$ cat src/rtl/fms_pkg.sv
// Shared types, codes and constants of the fingerprint module sequencer.
package fms_pkg;

  // Fixed packet and field sizes
  localparam int PACKET_BYTES  = 12;
  localparam int ENROLL_PASSES = 3;
  localparam int QUEUE_DEPTH   = 4;
  localparam int CFG_INDEX_W   = 2;
  localparam int CFG_DATA_W    = 16;
  localparam int REPLY_IDX_W   = 4;

  // Event codes
  localparam logic [2:0] ACT_TICK   = 3'd0;
  localparam logic [2:0] ACT_BYTE   = 3'd1;
  localparam logic [2:0] ACT_VERIFY = 3'd2;
  localparam logic [2:0] ACT_UNLOCK = 3'd3;
  localparam logic [2:0] ACT_ENROLL = 3'd4;

  // Configuration register indexes
  localparam logic [CFG_INDEX_W-1:0] REG_DEVICE_ID   = 2'd0;
  localparam logic [CFG_INDEX_W-1:0] REG_CAPTURE     = 2'd1;
  localparam logic [CFG_INDEX_W-1:0] REG_LOCK_WIDTH_A = 2'd2;
  localparam logic [CFG_INDEX_W-1:0] REG_LOCK_WIDTH_B = 2'd3;

  // Register reset values
  localparam logic [15:0] DEVICE_ID_RST    = 16'd1;
  localparam logic        CAPTURE_RST      = 1'b1;
  localparam logic [15:0] LOCK_WIDTH_A_RST = 16'd750;
  localparam logic [15:0] LOCK_WIDTH_B_RST = 16'd2000;

  // Packet bytes and module command codes
  localparam logic [7:0] HDR_0        = 8'h55;
  localparam logic [7:0] HDR_1        = 8'hAA;
  localparam logic [7:0] ACK_CODE     = 8'h30;
  localparam logic [7:0] CMD_LED      = 8'h12;
  localparam logic [7:0] CMD_ENR_START = 8'h22;
  localparam logic [7:0] CMD_ENR_PASS = 8'h23;
  localparam logic [7:0] CMD_PRESS    = 8'h26;
  localparam logic [7:0] CMD_IDENT    = 8'h51;
  localparam logic [7:0] CMD_CAPTURE  = 8'h60;
  localparam logic [7:0] CMD_CLEAR    = 8'h41;

  // Result kinds
  typedef enum logic [1:0] {
    KIND_PACKET  = 2'd0,
    KIND_SUCCESS = 2'd1,
    KIND_REJECT  = 2'd2
  } kind_t;

  // Dialog phases
  typedef enum logic [3:0] {
    PH_ENR_START = 4'd0,
    PH_LED_ON    = 4'd1,
    PH_CAPTURE   = 4'd2,
    PH_LED_OFF   = 4'd3,
    PH_ENR_PASS  = 4'd4,
    PH_ON_ENR    = 4'd5,
    PH_OFF_ENR   = 4'd6,
    PH_IDENT     = 4'd7,
    PH_ON_VER    = 4'd8,
    PH_OFF_VER   = 4'd9,
    PH_CLEAR     = 4'd10,
    PH_IDLE      = 4'd11
  } phase_t;

  // One unit of work for the back end: a command packet or a pulse
  typedef struct packed {
    kind_t       kind;
    logic [7:0]  cmd;
    logic [15:0] param;
    logic [15:0] servo_width;
  } job_t;

  // Configuration seen by the datapath
  typedef struct packed {
    logic [15:0] device_id;
    logic        capture_param;
    logic [15:0] lock_width_a;
    logic [15:0] lock_width_b;
  } cfg_t;

endpackage

$ cat src/rtl/fms_if.sv
// Channel interfaces: event input, result output and configuration write.
interface fms_evt_if;
  logic       valid;
  logic       ready;
  logic [2:0] action;
  logic [7:0] rx_byte;
  modport source (output valid, action, rx_byte, input ready);
  modport sink (input valid, action, rx_byte, output ready);
endinterface

interface fms_res_if;
  logic        valid;
  logic        ready;
  logic [1:0]  kind;
  logic [7:0]  tx_byte;
  logic        last;
  logic [15:0] servo_width;
  modport source (output valid, kind, tx_byte, last, servo_width, input ready);
  modport sink (input valid, kind, tx_byte, last, servo_width, output ready);
endinterface

interface fms_cfg_if;
  logic                         valid;
  logic                         ready;
  logic [fms_pkg::CFG_INDEX_W-1:0] index;
  logic [fms_pkg::CFG_DATA_W-1:0]  data;
  modport source (output valid, index, data, input ready);
  modport sink (input valid, index, data, output ready);
endinterface

$ cat src/rtl/fms_front.sv
// Front end: takes events, runs the dialog phase machine, queues work.
module fms_front #(
  parameter int ENROLL_PASSES = fms_pkg::ENROLL_PASSES
) (
  input  logic              clk,
  input  logic              rst,
  input  logic              evt_valid,
  output logic              evt_ready,
  input  logic [2:0]        action,
  input  logic [7:0]        rx_byte,
  input  fms_pkg::cfg_t     cfg,
  input  logic              q_full,
  output logic              push,
  output fms_pkg::job_t     push_job
);
  import fms_pkg::*;

  phase_t                 phase, phase_next;
  phase_t                 phase_after, after_next;
  logic                   first_visit, first_next;
  logic                   reply_complete, complete_next;
  logic [REPLY_IDX_W-1:0] reply_count, count_next;
  logic [7:0]             reply_bytes [PACKET_BYTES];
  logic [15:0]            enroll_slot, slot_next;
  logic [1:0]             enroll_pass, pass_next;
  logic                   lock_at_b, lock_next;

  logic        accept;
  logic        send;
  logic        pulse;
  kind_t       pulse_kind;
  logic [7:0]  cmd;
  logic [15:0] param;
  logic        ack;
  logic        byte_we;

  assign evt_ready = !q_full;
  assign accept    = evt_valid && evt_ready;
  assign ack       = reply_bytes[8] == ACK_CODE;

  // State registers
  always_ff @(posedge clk) begin
    if (rst) begin
      phase          <= PH_CLEAR;
      phase_after    <= PH_ENR_START;
      first_visit    <= 1'b1;
      reply_complete <= 1'b0;
      reply_count    <= '0;
      enroll_slot    <= 16'd1;
      enroll_pass    <= 2'd0;
      lock_at_b      <= 1'b0;
    end else begin
      phase          <= phase_next;
      phase_after    <= after_next;
      first_visit    <= first_next;
      reply_complete <= complete_next;
      reply_count    <= count_next;
      enroll_slot    <= slot_next;
      enroll_pass    <= pass_next;
      lock_at_b      <= lock_next;
    end
  end

  // Reply store; every entry is rewritten before the reply counts as complete
  always_ff @(posedge clk) begin
    if (byte_we) begin
      reply_bytes[reply_count] <= rx_byte;
    end
  end

  // Next state and queued work
  always_comb begin
    phase_next    = phase;
    after_next    = phase_after;
    first_next    = first_visit;
    complete_next = reply_complete;
    count_next    = reply_count;
    slot_next     = enroll_slot;
    pass_next     = enroll_pass;
    lock_next     = lock_at_b;
    send          = 1'b0;
    pulse         = 1'b0;
    pulse_kind    = KIND_SUCCESS;
    cmd           = 8'h00;
    param         = 16'h0000;
    byte_we       = 1'b0;
    if (accept) begin
      unique case (action)
        ACT_TICK: begin
          if (phase == PH_CLEAR) begin
            phase_next = PH_IDLE;
            send       = 1'b1;
            cmd        = CMD_CLEAR;
          end else if (phase < PH_CLEAR) begin
            if (first_visit) begin
              first_next = 1'b0;
              send       = 1'b1;
              unique case (phase)
                PH_ENR_START: begin
                  cmd   = CMD_ENR_START;
                  param = enroll_slot;
                end
                PH_LED_ON: begin
                  cmd   = CMD_LED;
                  param = 16'd1;
                end
                PH_CAPTURE: begin
                  cmd   = CMD_CAPTURE;
                  param = {15'd0, cfg.capture_param};
                end
                PH_LED_OFF: cmd = CMD_LED;
                PH_ENR_PASS: cmd = CMD_ENR_PASS + {6'd0, enroll_pass};
                PH_IDENT: cmd = CMD_IDENT;
                default: cmd = CMD_PRESS;
              endcase
            end else if (reply_complete) begin
              unique case (phase)
                PH_ENR_START: begin
                  if (ack) begin
                    phase_next = PH_LED_ON;
                    after_next = PH_ON_ENR;
                    first_next = 1'b1;
                  end
                end
                PH_LED_ON, PH_LED_OFF: begin
                  if (ack) begin
                    phase_next = phase_after;
                    first_next = 1'b1;
                  end
                end
                PH_CAPTURE: begin
                  // a missed capture is retried by resending
                  if (ack) begin
                    phase_next = phase_after;
                  end
                  first_next = 1'b1;
                end
                PH_ON_ENR, PH_ON_VER: begin
                  if (ack) begin
                    first_next = 1'b1;
                    if (reply_bytes[4] == 8'h00) begin
                      phase_next = PH_CAPTURE;
                      after_next = (phase == PH_ON_ENR) ? PH_ENR_PASS : PH_IDENT;
                    end
                  end
                end
                PH_OFF_ENR, PH_OFF_VER: begin
                  if (ack) begin
                    first_next = 1'b1;
                    if (reply_bytes[4] != 8'h00 || reply_bytes[5] != 8'h00) begin
                      phase_next = PH_LED_ON;
                      after_next = (phase == PH_OFF_ENR) ? PH_ON_ENR : PH_ON_VER;
                    end
                  end
                end
                PH_ENR_PASS: begin
                  phase_next = PH_LED_OFF;
                  first_next = 1'b1;
                  if (!ack) begin
                    pass_next  = 2'd0;
                    after_next = PH_ENR_START;
                  end else if ({1'b0, enroll_pass} + 3'd1 >= 3'(ENROLL_PASSES)) begin
                    // last pass: template stored
                    after_next = PH_IDLE;
                    slot_next  = enroll_slot + 16'd1;
                    pass_next  = 2'd0;
                    pulse      = 1'b1;
                  end else begin
                    pass_next  = enroll_pass + 2'd1;
                    after_next = PH_OFF_ENR;
                  end
                end
                PH_IDENT: begin
                  phase_next = PH_LED_OFF;
                  after_next = PH_IDLE;
                  first_next = 1'b1;
                  pulse      = 1'b1;
                  if (ack) begin
                    lock_next = !lock_at_b;
                  end else begin
                    pulse_kind = KIND_REJECT;
                  end
                end
                default: ;
              endcase
            end
          end
        end
        ACT_BYTE: begin
          if (reply_count < REPLY_IDX_W'(PACKET_BYTES)) begin
            byte_we    = 1'b1;
            count_next = reply_count + 1'b1;
            if (count_next == REPLY_IDX_W'(PACKET_BYTES)) begin
              complete_next = 1'b1;
            end
          end
        end
        ACT_VERIFY: begin
          phase_next = PH_LED_ON;
          after_next = PH_ON_VER;
          first_next = 1'b1;
        end
        ACT_UNLOCK: begin
          lock_next = !lock_at_b;
          pulse     = 1'b1;
        end
        ACT_ENROLL: begin
          phase_next = PH_LED_OFF;
          after_next = PH_ENR_START;
        end
        default: ;
      endcase
      // a sent command opens a fresh reply
      if (send) begin
        count_next    = '0;
        complete_next = 1'b0;
      end
    end
  end

  // Work handed to the queue
  assign push                 = send || pulse;
  assign push_job.kind        = send ? KIND_PACKET : pulse_kind;
  assign push_job.cmd         = cmd;
  assign push_job.param       = param;
  assign push_job.servo_width = lock_next ? cfg.lock_width_b : cfg.lock_width_a;

endmodule

$ cat src/rtl/fms_queue.sv
// Short job queue between front and back end.
module fms_queue #(
  parameter int DEPTH = fms_pkg::QUEUE_DEPTH
) (
  input  logic          clk,
  input  logic          rst,
  input  logic          push,
  input  fms_pkg::job_t push_job,
  output logic          full,
  output logic          head_valid,
  output fms_pkg::job_t head_job,
  input  logic          pop
);
  import fms_pkg::*;

  localparam int PTR_W = $clog2(DEPTH);
  localparam int CNT_W = $clog2(DEPTH + 1);

  job_t             entries [DEPTH];
  logic [PTR_W-1:0] wr_ptr, rd_ptr;
  logic [CNT_W-1:0] count;
  logic             do_push, do_pop;

  assign full       = count == CNT_W'(DEPTH);
  assign head_valid = count != '0;
  assign head_job   = entries[rd_ptr];
  assign do_push    = push && !full;
  assign do_pop     = pop && head_valid;

  // Storage
  always_ff @(posedge clk) begin
    if (do_push) begin
      entries[wr_ptr] <= push_job;
    end
  end

  // Pointers and fill count
  always_ff @(posedge clk) begin
    if (rst) begin
      wr_ptr <= '0;
      rd_ptr <= '0;
      count  <= '0;
    end else begin
      if (do_push) begin
        wr_ptr <= (wr_ptr == PTR_W'(DEPTH - 1)) ? '0 : wr_ptr + 1'b1;
      end
      if (do_pop) begin
        rd_ptr <= (rd_ptr == PTR_W'(DEPTH - 1)) ? '0 : rd_ptr + 1'b1;
      end
      if (do_push && !do_pop) begin
        count <= count + 1'b1;
      end else if (do_pop && !do_push) begin
        count <= count - 1'b1;
      end
    end
  end

endmodule

$ cat src/rtl/fms_back.sv
// Back end: serializes queued jobs into result transfers.
module fms_back (
  input  logic          clk,
  input  logic          rst,
  input  logic          head_valid,
  input  fms_pkg::job_t head_job,
  output logic          pop,
  input  logic [15:0]   device_id,
  output logic          res_valid,
  input  logic          res_ready,
  output logic [1:0]    kind,
  output logic [7:0]    tx_byte,
  output logic          last,
  output logic [15:0]   servo_width
);
  import fms_pkg::*;

  logic [REPLY_IDX_W-1:0] byte_idx;
  logic                   load;
  logic                   is_packet;
  logic                   at_end;
  logic [15:0]            sum;
  logic [7:0]             cur_byte;

  assign is_packet = head_job.kind == KIND_PACKET;
  assign load      = head_valid && (!res_valid || res_ready);
  assign at_end    = !is_packet || byte_idx == REPLY_IDX_W'(PACKET_BYTES - 1);
  assign pop       = load && at_end;

  // Byte-sum checksum over all bytes ahead of it, headers included
  assign sum = 16'(HDR_0) + 16'(HDR_1)
             + {8'd0, device_id[7:0]} + {8'd0, device_id[15:8]}
             + {8'd0, head_job.param[7:0]} + {8'd0, head_job.param[15:8]}
             + {8'd0, head_job.cmd};

  // Packet byte at the current position
  always_comb begin
    case (byte_idx)
      4'd0:    cur_byte = HDR_0;
      4'd1:    cur_byte = HDR_1;
      4'd2:    cur_byte = device_id[7:0];
      4'd3:    cur_byte = device_id[15:8];
      4'd4:    cur_byte = head_job.param[7:0];
      4'd5:    cur_byte = head_job.param[15:8];
      4'd8:    cur_byte = head_job.cmd;
      4'd10:   cur_byte = sum[7:0];
      4'd11:   cur_byte = sum[15:8];
      default: cur_byte = 8'h00;
    endcase
  end

  // Byte position within the packet
  always_ff @(posedge clk) begin
    if (rst) begin
      byte_idx <= '0;
    end else if (load) begin
      byte_idx <= at_end ? '0 : byte_idx + 1'b1;
    end
  end

  // Output register
  always_ff @(posedge clk) begin
    if (rst) begin
      res_valid <= 1'b0;
    end else if (load) begin
      res_valid <= 1'b1;
    end else if (res_ready) begin
      res_valid <= 1'b0;
    end
  end

  always_ff @(posedge clk) begin
    if (load) begin
      kind        <= head_job.kind;
      tx_byte     <= is_packet ? cur_byte : 8'h00;
      last        <= at_end;
      servo_width <= head_job.servo_width;
    end
  end

endmodule

$ cat src/rtl/fingerprint_module_sequencer_unit.sv
// Top level of the fingerprint module sequencer.
//
//   channel  dir   handshake     payload
//   evt      in    valid/ready   action[2:0], rx_byte[7:0]
//   result   out   valid/ready   kind[1:0], tx_byte[7:0], last, servo_width[15:0]
//   cfg      in    valid/ready   index[1:0], data[15:0]
//
// One event is taken per cycle while the job queue has room; events are
// decoded in the cycle they transfer. A command packet leaves as 12 result
// transfers, one per cycle while the result side is ready, paced by the back
// end's byte counter; a pulse is one transfer. The first result goes through
// the job queue, then the output register. Reset is synchronous; the phase
// starts at clear-all. A stalled result side fills the queue; evt.ready drops.
module fingerprint_module_sequencer_unit #(
  parameter int ENROLL_PASSES = fms_pkg::ENROLL_PASSES,
  parameter int QUEUE_DEPTH   = fms_pkg::QUEUE_DEPTH
) (
  input  logic       clk,
  input  logic       rst,
  fms_evt_if.sink    evt,
  fms_res_if.source  result,
  fms_cfg_if.sink    cfg
);
  import fms_pkg::*;

  cfg_t cfg_regs;
  logic q_full;
  logic push;
  job_t push_job;
  logic head_valid;
  job_t head_job;
  logic pop;

  // Configuration registers
  assign cfg.ready = 1'b1;

  always_ff @(posedge clk) begin
    if (rst) begin
      cfg_regs.device_id     <= DEVICE_ID_RST;
      cfg_regs.capture_param <= CAPTURE_RST;
      cfg_regs.lock_width_a  <= LOCK_WIDTH_A_RST;
      cfg_regs.lock_width_b  <= LOCK_WIDTH_B_RST;
    end else if (cfg.valid && cfg.ready) begin
      unique case (cfg.index)
        REG_DEVICE_ID:    cfg_regs.device_id     <= cfg.data;
        REG_CAPTURE:      cfg_regs.capture_param <= cfg.data[0];
        REG_LOCK_WIDTH_A: cfg_regs.lock_width_a  <= cfg.data;
        REG_LOCK_WIDTH_B: cfg_regs.lock_width_b  <= cfg.data;
        default: ;
      endcase
    end
  end

  fms_front #(
    .ENROLL_PASSES(ENROLL_PASSES)
  ) u_front (
    .clk       (clk),
    .rst       (rst),
    .evt_valid (evt.valid),
    .evt_ready (evt.ready),
    .action    (evt.action),
    .rx_byte   (evt.rx_byte),
    .cfg       (cfg_regs),
    .q_full    (q_full),
    .push      (push),
    .push_job  (push_job)
  );

  fms_queue #(
    .DEPTH(QUEUE_DEPTH)
  ) u_queue (
    .clk        (clk),
    .rst        (rst),
    .push       (push),
    .push_job   (push_job),
    .full       (q_full),
    .head_valid (head_valid),
    .head_job   (head_job),
    .pop        (pop)
  );

  fms_back u_back (
    .clk         (clk),
    .rst         (rst),
    .head_valid  (head_valid),
    .head_job    (head_job),
    .pop         (pop),
    .device_id   (cfg_regs.device_id),
    .res_valid   (result.valid),
    .res_ready   (result.ready),
    .kind        (result.kind),
    .tx_byte     (result.tx_byte),
    .last        (result.last),
    .servo_width (result.servo_width)
  );

endmodule

$ cat src/flat_wrapper.sv
// flat-port wrapper written by rule: the top's interface ports become plain ports
module fingerprint_module_sequencer_unit_flat import fms_pkg::*;
#(
  parameter int ENROLL_PASSES = fms_pkg::ENROLL_PASSES,
  parameter int QUEUE_DEPTH   = fms_pkg::QUEUE_DEPTH
)
  (clk, rst, evt_valid, evt_action, evt_rx_byte, evt_ready, result_valid, result_kind, result_tx_byte, result_last, result_servo_width, result_ready, cfg_valid, cfg_index, cfg_data, cfg_ready);
  fms_evt_if evt_i ();
  fms_res_if result_i ();
  fms_cfg_if cfg_i ();
  input  logic clk;
  input  logic rst;
  input wire logic [$bits(evt_i.valid)-1:0] evt_valid;
  input wire logic [$bits(evt_i.action)-1:0] evt_action;
  input wire logic [$bits(evt_i.rx_byte)-1:0] evt_rx_byte;
  output wire logic [$bits(evt_i.ready)-1:0] evt_ready;
  output wire logic [$bits(result_i.valid)-1:0] result_valid;
  output wire logic [$bits(result_i.kind)-1:0] result_kind;
  output wire logic [$bits(result_i.tx_byte)-1:0] result_tx_byte;
  output wire logic [$bits(result_i.last)-1:0] result_last;
  output wire logic [$bits(result_i.servo_width)-1:0] result_servo_width;
  input wire logic [$bits(result_i.ready)-1:0] result_ready;
  input wire logic [$bits(cfg_i.valid)-1:0] cfg_valid;
  input wire logic [$bits(cfg_i.index)-1:0] cfg_index;
  input wire logic [$bits(cfg_i.data)-1:0] cfg_data;
  output wire logic [$bits(cfg_i.ready)-1:0] cfg_ready;
  assign evt_i.valid = evt_valid;
  assign evt_i.action = evt_action;
  assign evt_i.rx_byte = evt_rx_byte;
  assign evt_ready = evt_i.ready;
  assign result_valid = result_i.valid;
  assign result_kind = result_i.kind;
  assign result_tx_byte = result_i.tx_byte;
  assign result_last = result_i.last;
  assign result_servo_width = result_i.servo_width;
  assign result_i.ready = result_ready;
  assign cfg_i.valid = cfg_valid;
  assign cfg_i.index = cfg_index;
  assign cfg_i.data = cfg_data;
  assign cfg_ready = cfg_i.ready;
  fingerprint_module_sequencer_unit #(.ENROLL_PASSES(ENROLL_PASSES), .QUEUE_DEPTH(QUEUE_DEPTH)) u_core (.clk(clk), .rst(rst), .evt(evt_i), .result(result_i), .cfg(cfg_i));
endmodule
$ cat config.mk
export PLATFORM = sky130hd
export DESIGN_NAME = fingerprint_module_sequencer_unit_flat
export DESIGN_NICKNAME = d
export VERILOG_FILES = /design/src/rtl/fms_pkg.sv /design/src/rtl/fms_if.sv /design/src/rtl/fms_front.sv /design/src/rtl/fms_queue.sv /design/src/rtl/fms_back.sv /design/src/rtl/fingerprint_module_sequencer_unit.sv /design/src/flat_wrapper.sv
export SDC_FILE = /design/constraint.sdc
export NUM_CORES = 1
export LEC_CHECK = 0
export BUFFER_PORTS_ARGS = -buffer_cell sky130_fd_sc_hd__buf_2
export CAP_MARGIN = 20
export CORE_MARGIN = 8
export CORE_UTILIZATION = 61
export CTS_BUF_LIST = sky130_fd_sc_hd__clkbuf_16
export CTS_CLUSTER_DIAMETER = 60
export DETAILED_ROUTE_END_ITERATION = 10
export GPL_TIMING_DRIVEN = 1
export MAX_ROUTING_LAYER = met4
export PLACE_DENSITY_LB_ADDON = 0.08
export SYNTH_ARGS = -nofsm -noshare
export SYNTH_HDL_FRONTEND = slang
export SYNTH_SLANG_ARGS = --single-unit
$ cat constraint.sdc
create_clock -name clk -period 5.17 [get_ports clk]
set_input_delay 0.517 -clock clk [delete_from_list [all_inputs] [get_ports clk]]
set_output_delay 0.517 -clock clk [all_outputs]
set_load 0.02 [all_outputs]
### Yosys cells after proc, flatten, opt, wreduce, memory -nomap -nowiden

Memories as Yosys holds them, arrays and structs flattened. A register that Yosys moved wholly into a read port is not among the register bits.
Index checks and enable logic that the tools add are counted.

| storage, ports and cells | value |
|---|---|
| bits in writable memories | 260 |
| word-level logic and storage cells | 249 |
| bits in registers | 121 |
| memories kept | 2 |
| input port bits | 34 |
| output and inout port bits | 30 |

| operators by class | value |
|---|---|
| eq/ne operators | 50 |
| add/subtract/negate cells | 15 |
| bitwise gates (word level) | 2 |
| magnitude comparators | 3 |
| mux-type cells | 105 |
| reduce and logical (&&, ||, !) cells | 51 |

Memory list:

| name | depth | width | read ports | clocked after Yosys merged registers in | write ports | RTL line | text |
|---|---|---|---|---|---|---|---|
| u_core.u_queue.entries | 4 | 41 | 1 | 1 | 1 | fms_queue.sv:19 | `job_t entries [DEPTH];` |
| u_core.u_front.reply_bytes | 12 | 8 | 3 | 0 | 1 | fms_front.sv:23 | `logic [7:0] reply_bytes [PACKET_BYTES];` |

Operators by type and width:

| operator | count |
|---|---|
| 4-bit two-way mux | 26 |
| 16-bit two-way mux | 6 |
| 8-bit one-hot mux with 9 select lines | 1 |
| 16-bit one-hot mux with 3 select lines | 1 |
| 4-bit one-hot mux with 5 select lines | 2 |
| 1-bit two-way mux | 38 |
| 7-bit two-way mux | 5 |
| 7-bit one-hot mux with 5 select lines | 1 |
| 2-bit two-way mux | 16 |
| 4-bit == test, second input constant | 7 |
| 4-bit by 3-bit == test with 1-bit output, second input constant | 6 |
| 3-bit != test, second input constant | 8 |
| 4-bit != test, second input constant | 6 |
| 4-bit one-hot mux with 3 select lines | 2 |
| 12-bit AND reduction | 2 |
| 16-bit by 1-bit adder with 16-bit output, second input constant | 1 |
| 4-bit by 2-bit == test with 1-bit output, second input constant | 4 |
| 8-bit nonzero test | 2 |
| 12-bit by 8-bit adder with 13-bit output | 1 |
| 11-bit by 8-bit adder with 12-bit output | 1 |
| 2-bit nonzero test | 6 |
| 10-bit by 8-bit adder with 11-bit output | 1 |
| 9-bit by 8-bit adder with 10-bit output | 1 |
| 1-bit one-hot mux with 2 select lines | 5 |
| other kinds (37) | 77 |

### Depth between registers and ports, before layout

| logic depth | value |
|---|---|
| word-level depth | 17 |
| mapped depth | 17 |
| mapped depth without buffers | 15 |

### By module

From an unflattened synthesis, not the netlist that was laid out.

| unflattened totals | value |
|---|---|
| cell total of the unflattened synthesis | 1131 |
| area, all modules | 14836.7 um2 |

Modules (own cells, without submodules):

| module | cells each | times used | area an instance (um2) | sequential area each (um2) |
|---|---|---|---|---|
| fms_queue | 270 | 1 | 6546.3 | 5225.0 |
| fms_front | 358 | 1 | 3402.0 | 1381.3 |
| fms_back | 306 | 1 | 2875.3 | 910.9 |
| fingerprint_module_sequencer_unit | 197 | 1 | 2013.2 | 980.9 |

### Worst setup path before layout

Ideal clock, no wire load.

| timing path | value |
|---|---|
| path type | register -> register |
| from | register with a tool-made name |
| to | register u_core.u_back.tx_byte[2] (data pin) |
| stages on the path, launching flop included | 18 |
| arrival | 4.282 ns |
| path slack | 0.613 ns |
| path buffers | 2 |
| setup time | 0.275 ns |
| cells stage by stage | dfxtp_1 > buf_2 > buf_2 > mux4_2 > inv_1 > ha_1 > inv_1 > fa_1 > inv_1 > fa_1 > inv_1 > ha_1 > fa_1 > a21o_1 > a21oi_1 > nor2_1 > o2111ai_1 > a41oi_1 |

RTL lines:

| element | RTL line | text |
|---|---|---|
| end signal: assignment | fms_back.sv:75 | `tx_byte <= is_packet ? cur_byte : 8'h00;` |
| end: declaration | fms_back.sv:12 | `output logic [7:0] tx_byte,` |

==> out/results.tsv <==
stage	metric	value	unit
status	status	finished clean	
routing	DRT Wirelength	29.8	mm
cells_and_area	share of final-layout standard cells stronger than drive strength 1	17.7	%
logic_synthesis	register bit total from synthesis	307	
min_path	class of the tightest hold or removal check	input port to register	
power	power density over the cells	491	mW/mm^2
clocking	number of post-CTS setup repair buffers	0	
sta	worst max-slew margin expressed relative to the limit	40.9	%
logic_synthesis	Main synth FF type	edfxtp_1	
floorplan	Boundary Pins	64	
clocking	TritonCTS buffer count	34	
clocking	count of cells resized by post-cts repair	0	
sta	Worst Clk Skew	0.0161	ns
logic_synthesis	number of warnings printed during yosys synthesis	0	
sta	share of the clock period used by the worst path	91.7	%
cells_and_area	multi-input combinational cell area	0.00527	mm^2
sta	worst-margin pin slew	0.879	ns
clocking	number of clock sinks	307	
cells_and_area	Filler Cell Count	1591	
min_path	startpoint of the most critical hold path	evt_rx_byte[7]	
routing	Vias	8950	
logic_synthesis	count of flip-flops with a built-in enable after synthesis	211	
clocking	clock-pin slew reported for the worst setup and hold paths after clock tree synthesis	0.06	ns
routing	routed len/inst	19.9	um
sta	achievable clock frequency	0.211	GHz
logic_synthesis	average footprint of a synthesized cell	12.5	um^2
clocking	Root Driver	clkbuf_16	
clocking	later-pin clock latency in the skew report	0.50	ns
placed_design	gpl congestion	0.974	
routing	drt pass-1 iters	7	
cells_and_area	synthesis-to-layout area growth	12.2	%
power	worst ir drop on vdd	335	uV
floorplan	height of the die	168	um
worst_setup_path	worst path arrival time	4.96	ns
clocking	clock tree from TritonCTS	done	
power	cell leakage power	0.00579	uW
run	number of max-capacitance violations reported	0	
cells_and_area	layout net count	1285	
floorplan	horizontal die dimension	168	um
clocking	clock buffer depth	3	
placed_design	hpwl dp	20.7	mm
floorplan	area enclosed by the die boundary	0.0281	mm^2
worst_setup_path	required arrival time at the worst endpoint	5.39	ns
routing	per-cell via count in the routed design	5.96	
sta	Final min period	4.74	ns
sta	unrepaired setup endpoints after global routing	no	
cells_and_area	final instance area	0.0158	mm^2
floorplan	number of cell rows	55	
grt	wire length of the first global-routing pass	47.6	mm
floorplan	Initial Utilization	62.0	%
placed_design	quantity of I/O buffers inserted on ports	62	
routing	detailed-route DRC error count	0	
logic_synthesis	net count after synthesis	1221	
worst_setup_path	startpoint class of the critical path	register	
placed_design	Placed Area	0.0147	mm^2
sta	number of pins exceeding their max-slew limit in the final report	0	
grt	initial antenna violation count	1	
sta	number of failing setup endpoints in the final timing report	0	
clocking	H-tree levels	2	
logic_synthesis	cell area after synthesis	0.0140	mm^2
grt	all-layer global routing usage	21.8	%
worst_setup_path	Max FO, Critical Path	14	
logic_synthesis	Netlist cell types	77	
sta	Final Hold Fails	0	
logic_synthesis	share of synthesized area occupied by flip-flops and latches	58.8	%
floorplan	core region area	0.0226	mm^2
logic_synthesis	ys async rst share	0	%
grt	GRT overflow	0	
cells_and_area	flip-flop and latch area	0.00826	mm^2
worst_setup_path	crit path kind	register to register	
clocking	CTS Hold Bufs	0	
routing	First DRT Iteration DRCs	783	
logic_synthesis	Syn Inst Count	1127	
sta	setup_tns	0	ns
grt	maximum number of pins on one net before global-route repair	57	
grt	vias in the first global route	8858	
worst_setup_path	sort of element at the end of the critical path	register	
routing	Antenna Violating Nets Remaining	0	
-- flip-flops by register name, indices dropped and copies added, names as in the netlist, named ones only --
signal,flops
u_core.u_back.last,1
u_core.u_front.reply_count,4
u_core.u_front.first_visit,1
u_core.u_front.enroll_slot,16
u_core.u_front.reply_bytes,24
u_core.u_back.res_valid,1
u_core.u_back.byte_idx,4
u_core.u_front.lock_at_b,1
u_core.u_queue.rd_ptr,2
u_core.u_back.tx_byte,8
u_core.u_front.phase,4
u_core.u_front.reply_complete,1
u_core.u_queue.wr_ptr,2
u_core.u_queue.entries,160
u_core.u_front.phase_after,4
u_core.u_back.kind,2
u_core.cfg_regs,49
u_core.u_front.enroll_pass,2
u_core.u_back.servo_width,16
u_core.u_queue.count,3
-- final timing paths --
check / cells past startpoint / to / slack, ns
worst min register to register: 2 / u_core.cfg_regs[27]$_SDFFE_PP0P_ / 0.45
worst min-delay path: 1 / u_core.u_front.reply_bytes[8][7]$_DFFE_PP_ / 0.22
worst max-delay path: 13 / u_core.u_back.tx_byte[2]$_SDFFCE_PP0P_ / 0.43
worst max register to register: 13 / u_core.u_back.tx_byte[2]$_SDFFCE_PP0P_ / 0.43
-- metrics by stage --
stage          instances  total power [uW]  hold WS [ns]  util, %  setup slack (ns)
2_1_floorplan       1127              4850         0.432        -             0.613
3_3_place_gp        1438              5390         0.439     64.7             0.525
3_5_place_dp        1439              5440         0.447     64.7             0.389
4_1_cts             1499              7780         0.199     69.5             0.391
5_1_grt             1501              8160         0.206     69.6             0.181
6_report            1501              7730         0.218     69.6             0.430
-- critical path, stage by stage (launching register included) --
cell and delay (ns):
dfxtp_2 0.62, mux4_2 0.60, fa_1 0.51, fa_1 0.50, inv_1 0.06, fa_1 0.53, inv_1 0.04, ha_1 0.24
fa_1 0.43, a21o_1 0.20, a21oi_1 0.33, nor2_1 0.07, o2111ai_1 0.18, a41oi_1 0.14
-- cell type report --
cell class | instances | share of cell area [%]
flip-flops and latches | 307 | 52.4
multi-input cells | 680 | 33.5
clock buffers | 35 | 5.56
repair buffers | 79 | 2.79
well taps | 285 | 2.26
inverters | 89 | 2.12
clock inverters | 25 | 1.34
diodes | 1 | 0.0159
-- cell usage after synthesis, drive strengths merged, types with 3 or more instances --
| cell type | count | area [um^2] |
|---|---|---|
| edfxtp | 211 | 6340 |
| nand2 | 141 | 529 |
| dfxtp | 96 | 1920 |
| inv | 89 | 334 |
| a21oi | 75 | 375 |
| nor2 | 53 | 199 |
| mux4 | 40 | 901 |
| ha | 37 | 463 |
| clkbuf | 36 | 135 |
| o21ai | 27 | 135 |
| fa | 23 | 460 |
| and2 | 21 | 133 |
| mux2 | 18 | 203 |
| nand3 | 18 | 105 |
| or3 | 18 | 114 |
| nand2b | 17 | 106 |
| nand3b | 16 | 120 |
| buf | 15 | 80.1 |
| mux2i | 15 | 150 |
| nor3 | 14 | 86.3 |
| a31oi | 13 | 87.6 |
| nor2b | 12 | 75.1 |
| nor4 | 12 | 96.3 |
| nand4 | 10 | 62.6 |
| xnor2 | 8 | 70.1 |
| a22o | 7 | 61.3 |
| a221o | 6 | 60.1 |
| a22oi | 6 | 45.0 |
| or2 | 5 | 31.3 |
| xor2 | 5 | 43.8 |
| a21o | 4 | 30.0 |
| a221oi | 4 | 35.0 |
| nor3b | 4 | 35.0 |
| o211ai | 4 | 30.0 |
| o21a | 4 | 30.0 |
| and3 | 3 | 18.8 |
| and3b | 3 | 26.3 |
| o21bai | 3 | 22.5 |
| o22ai | 3 | 18.8 |
| or4 | 3 | 26.3 |
-- placed cells by master, fill, tap and decap left out, drive strengths merged, types with 21 or more instances in the layout --
cell type | synthesis | layout
edfxtp | 211 | 211
dfxtp | 96 | 96
fa | 23 | 23
inv | 89 | 98
and2 | 21 | 21
ha | 37 | 37
clkbuf | 36 | 35
mux4 | 40 | 40
nor2 | 53 | 53
o21ai | 27 | 27
nand2 | 141 | 141
buf | 15 | 79
a21oi | 75 | 75
-- kinds of logic (layout without fill, tap and decap cells) --
logic type	count (synthesis)	count (layout)	synth area share, %
adder cells (fa/ha/maj)	60	60	6.58
buffers and inverters	140	228	3.91
AO/OA/AOI/OAI	177	177	7.93
flip-flops	307	307	58.8
XOR/XNOR	13	13	0.811
other	1	2	0.0267
multiplexers	73	73	8.93
AND/OR/NAND/NOR	356	356	13.0
-- power breakdown --
part / switching (uW) / internal (uW) / total [uW]
clock network: 949 / 1390 / 2340
registers: 99.7 / 2850 / 2950
logic: 1440 / 998 / 2440
total: 2490 / 5240 / 7730
-- routing by layer --
layer  global-route usage (%)  routed length, um  share of wire (%)
met1                     28.6              13000                 44
met2                     34.6              14600                 49
met3                     3.43               1460                4.9
met4                     7.18                813                2.7
met5                        -                  0                  0
(Power assumes the default switching activity.)
